`config.mk`:
```
export PLATFORM = sky130hd
export DESIGN_NAME = circular_buffer_deque_flat
export DESIGN_NICKNAME = d
export VERILOG_FILES = /design/src/cbd_pkg.sv /design/src/cbd_if.sv /design/src/cbd_ram.sv /design/src/circular_buffer_deque.sv /design/src/flat_wrapper.sv
export SDC_FILE = /design/constraint.sdc
export NUM_CORES = 1
export LEC_CHECK = 0
export BUFFER_PORTS_ARGS = -buffer_cell sky130_fd_sc_hd__buf_2
export CORE_MARGIN = 2
export CORE_UTILIZATION = 44
export DETAILED_ROUTE_END_ITERATION = 10
export HOLD_SLACK_MARGIN = 0.05
export SKIP_LAST_GASP = 1
export SYNTH_ARGS = -nofsm -noshare
export SYNTH_HDL_FRONTEND = slang
export SYNTH_SLANG_ARGS = --single-unit
```
`constraint.sdc`:
```
create_clock -name clk -period 7.47 [get_ports clk]
set_input_delay 2.241 -clock clk [delete_from_list [all_inputs] [get_ports clk]]
set_output_delay 2.241 -clock clk [all_outputs]
set_load 0.005 [all_outputs]
```
`src/cbd_pkg.sv`:
```
`timescale 1ns / 1ps
package cbd_pkg;

  localparam int DEPTH      = 16;
  localparam int WORD_WIDTH = 32;
  localparam int IDX_W      = $clog2(DEPTH);
  localparam int CAP_W      = 5;

  localparam logic [WORD_WIDTH-1:0] MOST_NEG_WORD = {1'b1, {(WORD_WIDTH-1){1'b0}}};
  localparam logic [CAP_W-1:0]      CAP_RESET     = CAP_W'(16);
  localparam logic [CAP_W-1:0]      CAP_MAX       = CAP_W'(DEPTH);

  localparam logic [1:0] STATUS_DONE  = 2'd0;
  localparam logic [1:0] STATUS_FULL  = 2'd1;
  localparam logic [1:0] STATUS_EMPTY = 2'd2;

  typedef enum logic [2:0] {
    OP_PUSH_FRONT = 3'd0,
    OP_PUSH_REAR  = 3'd1,
    OP_POP_FRONT  = 3'd2,
    OP_POP_REAR   = 3'd3,
    OP_PEEK_FRONT = 3'd4,
    OP_PEEK_REAR  = 3'd5
  } op_t;

  typedef enum logic {
    ST_IDLE,
    ST_BUSY
  } state_t;

endpackage

```
`src/cbd_if.sv`:
```
`timescale 1ns / 1ps
interface cbd_req_if;
  import cbd_pkg::*;
  logic                  valid;
  logic                  ready;
  logic [2:0]            op;
  logic [WORD_WIDTH-1:0] push_value;

  modport source (output valid, output op, output push_value, input ready);
  modport sink   (input valid, input op, input push_value, output ready);
endinterface

interface cbd_rsp_if;
  import cbd_pkg::*;
  logic                  valid;
  logic                  ready;
  logic [WORD_WIDTH-1:0] read_value;
  logic [1:0]            status;
  logic                  is_empty_now;
  logic                  is_full_now;

  modport source (output valid, output read_value, output status, output is_empty_now,
                  output is_full_now, input ready);
  modport sink   (input valid, input read_value, input status, input is_empty_now,
                  input is_full_now, output ready);
endinterface

```
`src/cbd_ram.sv`:
```
`timescale 1ns / 1ps
module cbd_ram
  import cbd_pkg::*;
(
  input  logic                  clk,
  input  logic                  we,
  input  logic                  re,
  input  logic [IDX_W-1:0]      addr,
  input  logic [WORD_WIDTH-1:0] wdata,
  output logic [WORD_WIDTH-1:0] rdata
);

  logic [WORD_WIDTH-1:0] mem [DEPTH];

  always_ff @(posedge clk) begin
    if (we) begin
      mem[addr] <= wdata;
    end
  end

  // read data holds until the next read
  always_ff @(posedge clk) begin
    if (re) begin
      rdata <= mem[addr];
    end
  end

endmodule

```
`src/circular_buffer_deque.sv`:
```
`timescale 1ns / 1ps
// channel  dir  handshake     word
// req      in   valid/ready   op, push_value
// rsp      out  valid/ready   read_value, status, is_empty_now, is_full_now
// cfg      in   cfg_we        cfg_wdata = capacity_in_use
//
// a request: indices update and the store is read or written in the accept
// cycle, then the store's registered read data lands in the result register
// once that register is free; req is not ready for a new request until then.
// rst (synchronous) empties the deque and sets the capacity to 16; the store
// itself is not cleared. a result held by a stalled rsp does not block the
// next request, only the one after it waits.
module circular_buffer_deque
  import cbd_pkg::*;
(
  input  logic             clk,
  input  logic             rst,
  input  logic             cfg_we,
  input  logic [CAP_W-1:0] cfg_wdata,
  cbd_req_if.sink          req,
  cbd_rsp_if.source        rsp
);

  state_t state, state_next;

  logic [CAP_W-1:0] cap;
  logic [IDX_W-1:0] front, rear;
  logic             empty;

  logic [CAP_W-1:0] cap_eff;
  logic [IDX_W-1:0] cap_m1;

  logic [IDX_W-1:0] front_next, rear_next;
  logic             empty_next;
  logic [1:0]       status_new;
  logic             use_mem_new;
  logic             full_now, full_after;

  logic                  mem_we, mem_re;
  logic [IDX_W-1:0]      mem_addr;
  logic [WORD_WIDTH-1:0] mem_rdata;

  logic [1:0] pend_status;
  logic       pend_use_mem, pend_empty, pend_full;

  logic accept, rsp_load;
  op_t  op;

  function automatic logic [IDX_W-1:0] wrap_inc(logic [IDX_W-1:0] i, logic [CAP_W-1:0] c);
    logic [CAP_W-1:0] n;
    n = {{(CAP_W-IDX_W){1'b0}}, i} + CAP_W'(1);
    return (n >= c) ? '0 : n[IDX_W-1:0];
  endfunction

  function automatic logic [IDX_W-1:0] wrap_dec(logic [IDX_W-1:0] i, logic [IDX_W-1:0] cm1);
    return (i == '0) ? cm1 : i - IDX_W'(1);
  endfunction

  assign op      = op_t'(req.op);
  assign accept  = req.valid && req.ready;
  assign cap_eff = (cap == '0) ? CAP_W'(1) : ((cap > CAP_MAX) ? CAP_MAX : cap);
  assign cap_m1  = IDX_W'(cap_eff - CAP_W'(1));
  assign full_now = !empty && (wrap_inc(rear, cap_eff) == front);

  always_comb begin
    front_next  = front;
    rear_next   = rear;
    empty_next  = empty;
    status_new  = STATUS_DONE;
    use_mem_new = 1'b0;
    mem_we      = 1'b0;
    mem_re      = 1'b0;
    mem_addr    = front;
    case (op)
      OP_PUSH_FRONT, OP_PUSH_REAR: begin
        if (full_now) begin
          status_new = STATUS_FULL;
        end else begin
          mem_we = accept;
          if (empty) begin
            front_next = '0;
            rear_next  = '0;
            empty_next = 1'b0;
            mem_addr   = '0;
          end else if (op == OP_PUSH_FRONT) begin
            front_next = wrap_dec(front, cap_m1);
            mem_addr   = front_next;
          end else begin
            rear_next = wrap_inc(rear, cap_eff);
            mem_addr  = rear_next;
          end
        end
      end
      OP_POP_FRONT, OP_POP_REAR, OP_PEEK_FRONT, OP_PEEK_REAR: begin
        if (empty) begin
          status_new = STATUS_EMPTY;
        end else begin
          mem_re      = accept;
          use_mem_new = 1'b1;
          mem_addr    = (op == OP_POP_FRONT || op == OP_PEEK_FRONT) ? front : rear;
          if (op == OP_POP_FRONT || op == OP_POP_REAR) begin
            if (front == rear) begin
              front_next = '0;
              rear_next  = '0;
              empty_next = 1'b1;
            end else if (op == OP_POP_FRONT) begin
              front_next = wrap_inc(front, cap_eff);
            end else begin
              rear_next = wrap_dec(rear, cap_m1);
            end
          end
        end
      end
      default: begin
        // undefined codes change nothing
      end
    endcase
  end

  assign full_after = !empty_next && (wrap_inc(rear_next, cap_eff) == front_next);

  cbd_ram u_ram (
    .clk   (clk),
    .we    (mem_we),
    .re    (mem_re),
    .addr  (mem_addr),
    .wdata (req.push_value),
    .rdata (mem_rdata)
  );

  always_ff @(posedge clk) begin
    if (rst) begin
      cap   <= CAP_RESET;
      front <= '0;
      rear  <= '0;
      empty <= 1'b1;
    end else if (cfg_we) begin
      cap   <= cfg_wdata;
      front <= '0;
      rear  <= '0;
      empty <= 1'b1;
    end else if (accept) begin
      front <= front_next;
      rear  <= rear_next;
      empty <= empty_next;
    end
  end

  always_ff @(posedge clk) begin
    if (accept) begin
      pend_status  <= status_new;
      pend_use_mem <= use_mem_new;
      pend_empty   <= empty_next;
      pend_full    <= full_after;
    end
  end

  always_comb begin
    state_next = state;
    case (state)
      ST_IDLE: if (accept) state_next = ST_BUSY;
      ST_BUSY: if (rsp_load) state_next = ST_IDLE;
      default: state_next = ST_IDLE;
    endcase
  end

  always_comb begin
    req.ready = (state == ST_IDLE);
    rsp_load  = (state == ST_BUSY) && (!rsp.valid || rsp.ready);
  end

  always_ff @(posedge clk) begin
    if (rst) begin
      state <= ST_IDLE;
    end else begin
      state <= state_next;
    end
  end

  always_ff @(posedge clk) begin
    if (rst) begin
      rsp.valid <= 1'b0;
    end else if (rsp_load) begin
      rsp.valid <= 1'b1;
    end else if (rsp.ready) begin
      rsp.valid <= 1'b0;
    end
  end

  always_ff @(posedge clk) begin
    if (rsp_load) begin
      rsp.read_value   <= pend_use_mem ? mem_rdata : MOST_NEG_WORD;
      rsp.status       <= pend_status;
      rsp.is_empty_now <= pend_empty;
      rsp.is_full_now  <= pend_full;
    end
  end

  a_empty_idx: assert property (@(posedge clk) disable iff (rst)
    empty |-> (front == '0 && rear == '0))
    else $error("empty deque with nonzero index");

  a_idx_cap: assert property (@(posedge clk) disable iff (rst)
    ({1'b0, front} < cap_eff) && ({1'b0, rear} < cap_eff))
    else $error("index beyond capacity");

  a_rw_excl: assert property (@(posedge clk) disable iff (rst)
    !(mem_we && mem_re))
    else $error("store read and write in one cycle");

  a_push_fills: assert property (@(posedge clk) disable iff (rst)
    (accept && !cfg_we && (op == OP_PUSH_FRONT || op == OP_PUSH_REAR)) |=> !empty)
    else $error("deque empty after a push");

endmodule

```
`src/flat_wrapper.sv`:
```
// flat-port wrapper written by rule: the top's interface ports become plain ports
module circular_buffer_deque_flat import cbd_pkg::*;
  (clk, rst, cfg_we, cfg_wdata, req_valid, req_op, req_push_value, req_ready, rsp_valid, rsp_read_value, rsp_status, rsp_is_empty_now, rsp_is_full_now, rsp_ready);
  cbd_req_if req_i ();
  cbd_rsp_if rsp_i ();
  input  logic clk;
  input  logic rst;
  input  logic cfg_we;
  input  logic [CAP_W-1:0] cfg_wdata;
  input wire logic [$bits(req_i.valid)-1:0] req_valid;
  input wire logic [$bits(req_i.op)-1:0] req_op;
  input wire logic [$bits(req_i.push_value)-1:0] req_push_value;
  output wire logic [$bits(req_i.ready)-1:0] req_ready;
  output wire logic [$bits(rsp_i.valid)-1:0] rsp_valid;
  output wire logic [$bits(rsp_i.read_value)-1:0] rsp_read_value;
  output wire logic [$bits(rsp_i.status)-1:0] rsp_status;
  output wire logic [$bits(rsp_i.is_empty_now)-1:0] rsp_is_empty_now;
  output wire logic [$bits(rsp_i.is_full_now)-1:0] rsp_is_full_now;
  input wire logic [$bits(rsp_i.ready)-1:0] rsp_ready;
  assign req_i.valid = req_valid;
  assign req_i.op = req_op;
  assign req_i.push_value = req_push_value;
  assign req_ready = req_i.ready;
  assign rsp_valid = rsp_i.valid;
  assign rsp_read_value = rsp_i.read_value;
  assign rsp_status = rsp_i.status;
  assign rsp_is_empty_now = rsp_i.is_empty_now;
  assign rsp_is_full_now = rsp_i.is_full_now;
  assign rsp_i.ready = rsp_ready;
  circular_buffer_deque u_core (.clk(clk), .rst(rst), .cfg_we(cfg_we), .cfg_wdata(cfg_wdata), .req(req_i), .rsp(rsp_i));
endmodule
```
==> flow_summary.yaml <==
logic_synthesis:
  synth_edf_count: 585
  synth_area_sq_mm: 0.0247
  yosys_warnings: 0
  synthesis.nets: 1490
  ys.flop_type: "edfxtp_1"
  synth.ff_latch_count: 601
  ys_seq_area_share_pct: 72.6
  syn_area_per_cell_sq_um: 17.3
  syn_inst: 1424
  yosysUniqueCellTypes: 82
  async_flop_share_pct: 0
die:
  die_area_sq_mm: 0.0579
  die_w_um: 241
  fp.dieH_um: 241
  io_pins: 83
  initial_core_util_pct: 44.7
  rows: 86
  core-area_sq_mm: 0.0552
cts:
  worstSkewPairLatency_ns: 0.62
  clk_pin_slew_worst_paths_ns: 0.06
  h-tree-depth: 2
  cts.sinks: 601
  clock-root-buffer: "clkbuf_16"
  post_cts_buffers: 0
  cts_buffers: 60
  cts.path.max_buffers: 3
  cts_resized: 0
  cts_tree: "yes"
  hold_buffers: 0
worst_setup_path:
  path_buf_inv: 2
  critPathTopFamily: "simple AND/OR/NAND/NOR gates"
  cp_num_cells: 20
  r2r_slack_ns: 1.40
  rr_endpoint: "u_core.pend_full"
  cp_max_fo: 12
  path_class: "input port to register"
  reg2regPathDepth: 22
  cp_slowest_cell: "nor3_1"
  crit_chain: "buf_2 -> nand2b_1 -> o21ai_0 -> a21oi_1 -> o21a_1 -> a211oi_1 -> nor3_1 -> nor2_1 -> ha_1 -> xnor2_2 -> ha_1 -> nor2b_1 -> o21ai_0 -> nand2b_1 -> a21oi_1 -> buf_4 -> or3b_2 -> nand4_1 -> nor3_1 -> o41a_1"
  r2r_start: "u_core.rear[0]"
  max_stage_delay_ns: 0.62
  crit_path_start_kind: "input port"
  required_ns: 7.84
  worstSetupEndpointType: "register"
  arrival_ns: 6.48
status:
  status: "finished clean"
timing:
  maxSlewViolCount: 0
  setup_tns_ns: 0
  slew_headroom_pct: 38.9
  finClkSkew_ns: 0.0184
  max_freq_ghz: 0.164
  fin_ws_ns: 1.35
  rsz0062_at_grt: "false"
  setup-violations-final: 0
  worst_pin_slew_ns: 0.911
  final.period_utilization_pct: 81.9
  period_needed_ns: 6.12
  hold_viol_final: 0
min_path:
  holdPathEnd: "u_core.rsp.is_empty_now"
  hold_path_class: "register to register"
  hold_path_depth: 0
  worstHoldStart: "u_core.pend_empty"
detailed_routing:
  drc: 0
  vias_per_cell: 5.73
  drt_first_pass_iters: 5
  wl_per_cell_um: 24.8
  drt-initial-drc-count: 1074
  drtAntennaViolNets: 0
  drt_wl_total_um: 57500
  vias: 13308
flow_run:
  cap_violations: 0
global_routing:
  grt_pass1_wl_um: 85100
  grtUsageTotal_pct: 20.0
  grt_overflow_total: 0
  first_global_vias: 13158
  antenna_found_initial: 6
  grt_max_degree: 95
power:
  pwr_density_cell_mw_per_mm2: 251
  peakVddDrop_mv: 0.235
  p_leak_nw: 9.51
  p_int_mw: 5.53
  clkPwrFrac_pct: 41.1
  switching_share_pct: 21.1
  p_seq_share_pct: 53.5
  comb_power_share_pct: 5.4
  power_switching_mw: 1.48
layout:
  nets: 1589
  syn_to_final_growth_pct: 13.3
  nFillCells: 4486
  final_cells: 2322
  fin_util_pct: 50.6
  drive_gt1_share_pct: 22.1
placed_design:
  gp_congestion: 0.886
  post-place-ws_ns: 0.740
  dp.cells: 2209
  hpwl_um: 31900
  port_buffers: 82
-- per-stage QoR --
stage | cell area (sq um) | hold WS (ns) | power, mW
after floorplan | 24700 | 0.400 | 4.06
after global placement | 26000 | 0.404 | 4.20
after detailed placement | 26000 | 0.406 | 4.20
after CTS | 27900 | 0.420 | 7.08
after global routing | 27900 | 0.428 | 7.23
final | 27900 | 0.422 | 7.01
-- cell families after synthesis --
kind of cell,Yosys count,synth area share (%)
AOI/OAI and AO/OA,304,9.78
xor gates and xnor gates,13,0.629
adders and majority gates,21,1.07
buffers and inverters,106,2.33
DFF,601,72.6
muxes,134,8.69
and+or+nand+nor,245,4.95
-- cell type report --
class                   count  area [sq um]  share of cell area, %
clock buffers              72          1570                   5.61
diodes                      1          2.50                0.00896
multi-input cells         717          6350                   22.8
clock inverters            40           310                   1.11
repair buffers            122           786                   2.81
inverters                  21          78.8                  0.282
flip-flops and latches    601         17900                   64.1
well taps                 748           936                   3.35
-- cell usage in the layout, fill, tap and decap left out, drive strengths merged, types with 11 or more instances in the layout --
cell and n:
clkinv 32, nand2 95, mux4 64, nor2 55
edfxtp 585, buf 122, a22o 65, a22oi 35
mux2i 70, a21oi 88, clkbuf 72, o221ai 32
a211oi 12, o21ai 21, dfxtp 16, ha 21
nand2b 11, and2 35, inv 23
-- state kept, by name, indices dropped and copies added, names as in the netlist --
signal / flops
u_core.rsp.status: 2
u_core.rsp.is_full_now: 1
u_core.rsp.read_value: 32
u_core.rsp.valid: 1
u_core.pend_full: 1
u_core.pend_status: 2
u_core.rear: 4
u_core.u_ram.mem: 512
u_core.empty: 1
u_core.pend_use_mem: 1
u_core.u_ram.rdata: 32
u_core.pend_empty: 1
u_core.front: 4
u_core.rsp.is_empty_now: 1
u_core.cap: 5
u_core.state: 1
-- power groups by stage --
stage | Clock [mW] | Combinational, mW | Sequential (mW)
2_1_floorplan | 0 | 0.245 | 3.82
3_3_place_gp | 0 | 0.375 | 3.82
3_5_place_dp | 0 | 0.380 | 3.82
4_1_cts | 2.95 | 0.381 | 3.75
5_1_grt | 3.07 | 0.412 | 3.75
6_report | 2.88 | 0.376 | 3.75
-- how the worst max path moves through the flow --
stage                   startpoint          endpoint  slack (ns)
floorplan                req_op[2]  u_core.pend_full        1.08
detailed placement       req_op[2]  u_core.pend_full        0.74
global route        u_core.rear[0]  u_core.pend_full        0.97
finish                   req_op[2]  u_core.pend_full        1.35
global placement         req_op[2]  u_core.pend_full        0.85
CTS                      req_op[2]  u_core.pend_full        1.41
-- synth_stat cells, drive strengths merged (3+ instances only) --
cell / count / area (sq um)
o21ai: 21 / 109
nand2b: 11 / 68.8
nor4: 5 / 52.6
a211oi: 12 / 95.1
nand3: 7 / 45.0
o211ai: 5 / 51.3
nand4: 4 / 25.0
nor3b: 6 / 50.1
a22o: 65 / 569
mux4: 64 / 1440
a211o: 4 / 35.0
xor2: 3 / 33.8
and3: 5 / 31.3
mux2i: 70 / 701
dfxtp: 16 / 320
nor2b: 4 / 32.5
a21o: 6 / 45.0
a22oi: 35 / 387
ha: 21 / 263
nand2: 95 / 357
o21a: 5 / 37.5
edfxtp: 585 / 17600
buf: 56 / 388
o31ai: 3 / 22.5
o221ai: 32 / 337
a21oi: 88 / 448
xnor2: 10 / 121
clkbuf: 29 / 109
nor3: 9 / 61.3
a31oi: 8 / 56.3
and2: 35 / 219
nor2: 55 / 206
inv: 20 / 75.1
-- routing by layer --
layer	up-vias	GRT usage (%)	share of wire [%]
met2	417	32.1	47
met3	103	3.51	5.6
met5	-	0	0.043
met1	6874	28.3	45
li1	5910	-	-
met4	4	5.85	2.7
Power figures use the tool's default switching activity.
